--- config.mk ---
export PLATFORM = sky130hd
export DESIGN_NAME = bounded_set_store_core
export DESIGN_NICKNAME = d
export VERILOG_FILES = /design/src/rtl/core/bss_pkg.sv /design/src/rtl/core/bounded_set_store_core.sv /design/src/rtl/core/bss_ctrl.sv /design/src/rtl/core/bss_dp.sv
export SDC_FILE = /design/constraint.sdc
export NUM_CORES = 2
export LEC_CHECK = 0
export ABC_AREA = 1
export BUFFER_PORTS_ARGS = -buffer_cell sky130_fd_sc_hd__buf_2
export CORE_ASPECT_RATIO = 0.7
export CORE_MARGIN = 3
export CORE_UTILIZATION = 45
export DETAILED_ROUTE_END_ITERATION = 16
export GPL_TIMING_DRIVEN = 0
export PLACE_DENSITY = 0.7
export SKIP_CTS_REPAIR_TIMING = 1
export SYNTH_ARGS = -nofsm -noshare
export SYNTH_HDL_FRONTEND = slang
export SYNTH_SLANG_ARGS = --single-unit
--- constraint.sdc ---
create_clock -name clk -period 16.2 [get_ports clk]
set_clock_uncertainty 0.2 [all_clocks]
set_input_delay 2.43 -clock clk [delete_from_list [all_inputs] [get_ports clk]]
set_output_delay 2.43 -clock clk [all_outputs]
set_load 0.01 [all_outputs]
--- src/rtl/core/bss_pkg.sv ---
// ----------------------------------------------------------------------------
// bss_pkg
// Shared types and constants of the bounded set store: operation and status
// codes, controller states and the command bundle between the two halves.
// ----------------------------------------------------------------------------
package bss_pkg;

	// Number of cells in the store.
	localparam int Capacity = 16;
	// Width of the occupancy counter, wide enough to hold Capacity itself.
	localparam int CntW = $clog2(Capacity + 1);
	// Fixed widths of the item fields.
	localparam int ValW = 32;
	localparam int OpW = 2;
	localparam int StatusW = 2;
	localparam int CountW = 5;

	typedef enum logic [OpW-1:0] {
		OP_INSERT = 2'd0,
		OP_DELETE = 2'd1,
		OP_QUERY  = 2'd2
	} op_t;

	typedef enum logic [StatusW-1:0] {
		ST_OK        = 2'd0,
		ST_DUPLICATE = 2'd1,
		ST_OVERFLOW  = 2'd2
	} status_t;

	typedef enum logic {
		S_IDLE = 1'b0,
		S_EXEC = 1'b1
	} state_t;

	// Commands from the controller to the datapath.
	typedef struct packed {
		logic load;  // capture the operation and value of an accepted item
		logic exec;  // search the cells, update the store and the result
	} cmd_t;

endpackage

--- src/rtl/core/bounded_set_store_core.sv ---
// ----------------------------------------------------------------------------
// bounded_set_store_core
// A set of up to sixteen distinct 32-bit values kept in a packed row of
// cells with a count, supporting insert, delete and membership query.
// ----------------------------------------------------------------------------
// An item is accepted at the clock edge where start is high and busy is low,
// the next cycle compares the value against every occupied cell at once and
// updates the store, and the result is shown on status, present and count
// for exactly one cycle, marked by done. The result must be taken in that
// cycle; there is no way to hold it off. Busy is low again while the result
// is on the ports, so a new transfer can be accepted in the same cycle. The
// execute cycle is the one in which the full row of cell comparators and the
// shift network that closes a gap after a delete work together. Insert of a
// stored value reports "already present", insert into a full store reports
// "overflow", and delete of an absent value changes nothing. The operation
// code that is not used behaves as a query. After reset the store is empty.
// ----------------------------------------------------------------------------
module bounded_set_store_core (
	input  logic                              clk,
	input  logic                              arst_n,
	input  logic                              start,
	output logic                              busy,
	input  logic [bss_pkg::OpW-1:0]           operation,
	input  logic signed [bss_pkg::ValW-1:0]   value,
	output logic                              done,
	output logic [bss_pkg::StatusW-1:0]       status,
	output logic                              present,
	output logic [bss_pkg::CountW-1:0]        count
);

	// Command bundle from the controller into the datapath.
	bss_pkg::cmd_t cmd;

	// The controller sequences accept, execute and the result strobe.
	bss_ctrl u_ctrl (
		.clk    (clk),
		.arst_n (arst_n),
		.start  (start),
		.busy   (busy),
		.done   (done),
		.cmd    (cmd)
	);

	// The datapath holds the cells, the count and the result registers.
	bss_dp u_dp (
		.clk       (clk),
		.arst_n    (arst_n),
		.cmd       (cmd),
		.operation (operation),
		.value     (value),
		.status    (status),
		.present   (present),
		.count     (count)
	);

endmodule

--- src/rtl/core/bss_ctrl.sv ---
// ----------------------------------------------------------------------------
// bss_ctrl
// Controller of the bounded set store: accepts an item, runs the execute
// state and raises the result strobe in the cycle after it.
// ----------------------------------------------------------------------------
module bss_ctrl (
	input  logic            clk,
	input  logic            arst_n,
	input  logic            start,
	output logic            busy,
	output logic            done,
	output bss_pkg::cmd_t   cmd
);

	bss_pkg::state_t state_q;
	bss_pkg::state_t state_d;
	logic            done_q;

	always_comb begin
		state_d = state_q;
		unique case (state_q)
			bss_pkg::S_IDLE: begin
				if (start) begin
					state_d = bss_pkg::S_EXEC;
				end
			end
			bss_pkg::S_EXEC: begin
				state_d = bss_pkg::S_IDLE;
			end
			default: begin
				state_d = bss_pkg::S_IDLE;
			end
		endcase
	end

	always_comb begin
		cmd.load = 1'b0;
		cmd.exec = 1'b0;
		busy     = 1'b0;
		unique case (state_q)
			bss_pkg::S_IDLE: begin
				cmd.load = start;
			end
			bss_pkg::S_EXEC: begin
				cmd.exec = 1'b1;
				busy     = 1'b1;
			end
			default: begin
				busy = 1'b1;
			end
		endcase
	end

	always_ff @(posedge clk or negedge arst_n) begin
		if (!arst_n) begin
			state_q <= bss_pkg::S_IDLE;
			done_q  <= 1'b0;
		end else begin
			state_q <= state_d;
			done_q  <= cmd.exec;
		end
	end

	assign done = done_q;

	// An accepted item is executed in the very next cycle.
	a_load_then_exec: assert property (@(posedge clk) disable iff (!arst_n)
		cmd.load |=> cmd.exec)
		else $error("accepted item was not executed in the next cycle");

	// The strobe only ever follows an execute cycle, and never two in a row.
	a_done_after_exec: assert property (@(posedge clk) disable iff (!arst_n)
		done |-> ($past(cmd.exec) && !cmd.exec))
		else $error("result strobe without a preceding execute cycle");

endmodule

--- src/rtl/core/bss_dp.sv ---
// ----------------------------------------------------------------------------
// bss_dp
// Datapath of the bounded set store: the packed row of value cells with a
// comparator per cell, the occupancy counter and the result registers.
// ----------------------------------------------------------------------------
module bss_dp (
	input  logic                              clk,
	input  logic                              arst_n,
	input  bss_pkg::cmd_t                     cmd,
	input  logic [bss_pkg::OpW-1:0]           operation,
	input  logic signed [bss_pkg::ValW-1:0]   value,
	output logic [bss_pkg::StatusW-1:0]       status,
	output logic                              present,
	output logic [bss_pkg::CountW-1:0]        count
);

	bss_pkg::op_t                  op_q;
	logic [bss_pkg::ValW-1:0]      val_q;
	logic [bss_pkg::ValW-1:0]      cell_q [bss_pkg::Capacity];
	logic [bss_pkg::CntW-1:0]      occ_q;
	bss_pkg::status_t              status_q;
	logic                          present_q;

	logic [bss_pkg::Capacity-1:0]  hit;
	logic [bss_pkg::Capacity-1:0]  at_or_above;
	logic                          found;
	logic                          full;
	logic                          ins_en;
	logic                          del_en;
	bss_pkg::status_t              status_d;

	// One comparator per cell; only cells below the count take part.
	always_comb begin
		for (int k = 0; k < bss_pkg::Capacity; k++) begin
			hit[k] = (cell_q[k] == val_q) && (bss_pkg::CntW'(k) < occ_q);
		end
	end

	// Cells at or above the matching cell take their upper neighbor on delete.
	always_comb begin
		for (int k = 0; k < bss_pkg::Capacity; k++) begin
			at_or_above[k] = 1'b0;
			for (int j = 0; j <= k; j++) begin
				at_or_above[k] = at_or_above[k] | hit[j];
			end
		end
	end

	assign found = |hit;
	assign full  = (occ_q >= bss_pkg::CntW'(bss_pkg::Capacity));

	always_comb begin
		ins_en   = 1'b0;
		del_en   = 1'b0;
		status_d = bss_pkg::ST_OK;
		case (op_q)
			bss_pkg::OP_INSERT: begin
				if (found) begin
					status_d = bss_pkg::ST_DUPLICATE;
				end else if (full) begin
					status_d = bss_pkg::ST_OVERFLOW;
				end else begin
					ins_en = 1'b1;
				end
			end
			bss_pkg::OP_DELETE: begin
				del_en = found;
			end
			default: begin
				// Query and the unused code only report presence.
			end
		endcase
	end

	always_ff @(posedge clk) begin
		if (cmd.load) begin
			op_q  <= bss_pkg::op_t'(operation);
			val_q <= value;
		end
		if (cmd.exec) begin
			status_q  <= status_d;
			present_q <= found;
			for (int k = 0; k < bss_pkg::Capacity; k++) begin
				if (ins_en && (bss_pkg::CntW'(k) == occ_q)) begin
					cell_q[k] <= val_q;
				end else if (del_en && at_or_above[k] && (k < bss_pkg::Capacity - 1)) begin
					cell_q[k] <= cell_q[(k < bss_pkg::Capacity - 1) ? k + 1 : k];
				end
			end
		end
	end

	always_ff @(posedge clk or negedge arst_n) begin
		if (!arst_n) begin
			occ_q <= '0;
		end else if (cmd.exec) begin
			if (ins_en) begin
				occ_q <= occ_q + bss_pkg::CntW'(1);
			end else if (del_en) begin
				occ_q <= occ_q - bss_pkg::CntW'(1);
			end
		end
	end

	assign status  = status_q;
	assign present = present_q;
	assign count   = bss_pkg::CountW'(occ_q);

	// The count never passes the number of cells.
	a_occ_bound: assert property (@(posedge clk) disable iff (!arst_n)
		occ_q <= bss_pkg::CntW'(bss_pkg::Capacity))
		else $error("occupancy above capacity");

	// The count only moves in an execute cycle that inserts or deletes.
	a_occ_moves: assert property (@(posedge clk) disable iff (!arst_n)
		!$stable(occ_q) |-> $past(cmd.exec && (ins_en || del_en)))
		else $error("occupancy changed outside an insert or delete");

endmodule
# Word-level counts from Yosys, hierarchy flattened

Memory sizes are Yosys's and may differ from the RTL's.
Cells that the tools add are included.

Reduce and logical (&&, ||, !) cells: 54
Equality and inequality tests: 32
Add/subtract/negate cells: 2
Multiplexer cells: 138
Bitwise operators: 31
Magnitude comparators: 17

Operator list:

| operator                                                  | number |
|---|---|
| equality test 32 bit                                      | 16 |
| 2-to-1 mux 32 bit                                         | 16 |
| 2-to-1 mux 1 bit                                          | 117 |
| logical AND 1 bit                                         | 47 |
| equality test 4 x 5 -> 1 bit (first input constant)       | 8 |
| < comparator 4 x 5 -> 1 bit (first input constant)        | 8 |
| OR reduction 32 bit                                       | 1 |
| OR 1 bit                                                  | 29 |
| equality test 3 x 5 -> 1 bit (first input constant)       | 4 |
| < comparator 3 x 5 -> 1 bit (first input constant)        | 4 |
| OR reduction 17 bit                                       | 1 |
| OR reduction 16 bit                                       | 1 |
| equality test 2 x 5 -> 1 bit (first input constant)       | 2 |
| < comparator 1 x 5 -> 1 bit (first input constant)        | 2 |
| < comparator 2 x 5 -> 1 bit (first input constant)        | 2 |
| 2-to-1 mux 5 bit                                          | 2 |
| adder 5 x 1 -> 5 bit (second input constant)              | 1 |
| equality test 1 x 5 -> 1 bit (first input constant)       | 1 |
| greater-or-equal comparator 5 bit (second input constant) | 1 |
| logical NOT 5 bit                                         | 1 |
| subtractor 5 x 1 -> 5 bit (second input constant)         | 1 |
| 2-to-1 mux 4 bit                                          | 1 |
| equality test 2 x 1 -> 1 bit (second input constant)      | 1 |
| logical NOT 2 bit                                         | 1 |
| other kinds (5)                                           | 6 |

Bits of input ports: 37
Output and inout bits: 10
Memories kept: 1
Logic and storage cells: 283
Bits in writable memories: 512
Register bits: 44

Memories:

| name        | depth | bits a word | rd ports | clocked after memory_dff | write ports | line         | RTL |
|---|---|---|---|---|---|---|---|
| u_dp.cell_q | 16    | 32          | 16       | 0                        | 15          | bss_dp.sv:19 | `logic [bss_pkg::ValW-1:0] cell_q [bss_pkg::Capacity];` |

# Logic depth before layout (Yosys ltp)

An unclocked memory read counts as a cell.

Word-level depth: 23
Depth in mapped cells: 23

# Cells and area by module

From an unflattened synthesis, not the netlist that was laid out.

Cell total of the unflattened synthesis: 3951
Area total of the unflattened synthesis: 32185.9 um^2

Modules (own cells, without submodules):

| module   | cells each | times used | area each (um^2) |
|---|---|---|---|
| bss_dp   | 3945       | 1          | 32110.8 |
| bss_ctrl | 6          | 1          | 75.1 |

# Least setup slack after synthesis

Ideal clock, no wire load.

Path kind: register to register
From: register u_dp.val_q[27] (netlist bit)
To: memory u_dp.cell_q[15][0] (netlist bit) (enable)
Data arrival time: 4.963 ns
Buffers on the path: 2
Library setup time: 0.501 ns
Cell stages (with the launch flop): 14
Setup slack: 10.536 ns
Path through: edfxtp_1 -> buf_4 -> buf_4 -> o211ai_1 -> nor2_1 -> nand3_1 -> nor2_1 -> nor2_1 -> nand2_1 -> nor2_2 -> inv_1 -> nor2_1 -> nand3_1 -> nor4_1

RTL lines:

| what                   | line         | RTL |
|---|---|---|
| start, declared        | bss_dp.sv:18 | `logic [bss_pkg::ValW-1:0] val_q;` |
| start signal, assigned | bss_dp.sv:78 | `val_q <= value;` |
| end, declared          | bss_dp.sv:19 |  |

==> flow_summary.ini <==
[job]
maxCapViolCount = 8

[floorplanning]
dieArea_um2 = 73300
fp.dieH_um = 227
start_util = 0.459
core_area_um2 = 68800
ioPinCount = 47
fp.dieW_um = 322
rows = 80

[clock_tree]
root_buffer = clkbuf_16
clk_latency_ns = 0.67
cts_buffer_depth = 3
cts_buffers = 57
path_clk_slew_ns = 0.06
clkSinkCount = 556
cts_tree = built
h-tree-depth = 2

[finish]
drive_above_1_share = 0.110
syn_to_final_growth_pct = 12.1
utilization = 0.514
final_common_cell = nand2_1
fin_nets = 3850
final_cell_mix = nand2_1 (1307), edfxtp_1 (549), inv_1 (299)

[sta]
final_max_slew_viol_count = 88
hold_viol_final = 0
final.min_clock_period_ns = 5.68
post-route-period-util = 0.350
tns_ns = 0
setup_viol = 0
fmax_mhz = 176
setup_slack_ns = 10.52
rsz0062_at_grt = no
holdWs_ns = 0.261
relSlewSlack = -0.187
tightest_slew_ns = 1.78

[global_route]
grt_pass1_vias = 26192
grt_overflow_total = 0
grt_max_degree = 33
grt_pass1_wl_um = 212000
antenna_found_initial = 8
grt.total_usage = 0.426

[power_and_ir_drop]
power.density_nw_per_um2 = 101
ir_drop_v = 0.0000919
p_leak_nw = 14.9

[drt]
firstDrtPassIters = 8
routed_via_density = 6.32
drt_iter0_drc = 6856
wl_per_cell_um = 33.6
drc = 0
vias = 30113
drt_wl_total_um = 160000
antenna_left = 0

[synth]
syn_inst = 3682
synth.cell_area_um2 = 31500
syn_area_per_cell_um2 = 8.56
synthArstFlopShare = 0.0126
postSynthNetCount = 3724
ys_ff_latch = 556
ys_seq_area_frac = 0.528
ys_warn_count = 0
synth_cell_type_count = 53
ys_top_cells_by_area = edfxtp_1 (52%), nand2_1 (16%), nand3_1 (4.3%)
synth_top_area_share = 0.523
synth-edff-count = 549
yosysTopAreaCell = edfxtp_1
ys.flop_type = edfxtp_1

[placed_design]
dp_hpwl_um = 113000
routabilityCongestion = 1.08
io_buffers = 46
pre_cts_ws_ns = 10.86

[critical_path]
worst-r2r-setup-slack_ns = 10.52
path_depth = 19
crit_end = u_dp.cell_q[10][1]
timing.rr.end = u_dp.cell_q[10][1]
rr_worst_depth = 19
cp_num_buf_inv = 5
required_ns = 16.12
critPathLaunch = u_dp.val_q[9]
crit_path_top_delay_cell = nand3_2
cp_common_cell = nor2_1
max_stage_delay_ns = 0.71
path_cells = inv_1, buf_2, nand2_1, o21ai_1, nor2_1, nand2_1, nor2_1, nand3_1, nor2_1, nor2_1, nand2_1, nor2_2, nand3_4, nand2_8, inv_4, nand2_4, buf_4, buf_4, nand3_2
cp-start-kind = flop
critPathArrivalTime_ns = 5.59
endpoint_kind = flop
crit_path_max_fanout = 32
r2r-start = u_dp.val_q[9]
worstSetupPathType = flop to flop
critPathTopFamily = simple AND/OR/NAND/NOR gates

[outcome]
failed_checks = capacitance limit, slew limit
status = finished, violations left

[hold_path]
hold_path_class = flop to flop
min-delay-start = u_dp.val_q[4]
## cells by family (layout without fill, tap and decap cells)
group,count (synthesis),in the layout,share of synthesized area
and+or+nand+nor,1923,1923,0.255
DFF,556,556,0.528
buffers and inverters,553,727,0.0799
AOI/OAI and AO/OA,417,417,0.0701
xor gates and xnor gates,211,211,0.0586
muxes,17,17,0.00607
adders and majority gates,5,5,0.00198
other,0,6,0
## how the worst min path moves through the flow
stage	to	depth (start not counted)
2_1_floorplan	u_dp.cell_q[15][16]	0
3_3_place_gp	u_dp.cell_q[15][4]	0
3_5_place_dp	u_dp.cell_q[15][4]	0
4_1_cts	u_dp.cell_q[15][4]	0
5_1_grt	u_dp.cell_q[15][4]	0
6_report	u_dp.cell_q[15][4]	0
## per-stage QoR
step	cells	power, mW	instance area (µm²)
3_3_place_gp	4630	2.13	32900
5_1_grt	4758	3.59	35300
6_report	4764	3.57	35400
2_1_floorplan	3682	1.89	31500
4_1_cts	4758	3.50	35300
3_5_place_dp	4651	2.14	33400
## metal layers
metal  share of wire  up-vias  track usage
li1                -    12392            -
met1            0.38    14338        0.581
met2            0.36     2890        0.531
met3            0.20      483        0.244
met4           0.056       10        0.203
met5          0.0017        -       0.0286
## synthesized netlist by cell type, types with 26 or more instances
| cell | instances |
|---|---|
| xnor2_1 | 128 |
| buf_4 | 66 |
| buf_2 | 92 |
| nor3_1 | 26 |
| nand3_1 | 272 |
| clkbuf_1 | 42 |
| inv_1 | 299 |
| nand4_1 | 67 |
| xor2_1 | 83 |
| o22ai_1 | 48 |
| nand2_1 | 1308 |
| nor2_1 | 201 |
| edfxtp_1 | 549 |
| o21ai_1 | 89 |
| o21ai_0 | 252 |
## power by group
group / switching [mW] / total [mW] / internal, mW / leakage [nW]
Clock: 0.634 / 1.41 / 0.773 / 0.925
Combinational: 0.398 / 0.514 / 0.116 / 8.94
Sequential: 0.0416 / 1.64 / 1.60 / 5.04
## layout make-up
type | count | area, µm²
multi-input combinational | 2573 | 12500
antenna | 6 | 15.0
tap | 902 | 1130
clock buffer | 68 | 1500
buffer | 234 | 1320
inverter | 319 | 1210
timing repair buffer | 67 | 599
sequential | 556 | 16700
clock inverter | 39 | 405
fill | 6443 | 33400
## flip-flops by register name, summed over array words and instances, names as in the netlist
name and flops:
u_dp.status 2, u_ctrl.done 1, u_dp.op_q 2, u_dp.count 5
u_dp.val_q 32, u_dp.present 1, u_dp.cell_q 512, u_ctrl.state_q 1
No activity file was read; power rests on OpenSTA's default activity.
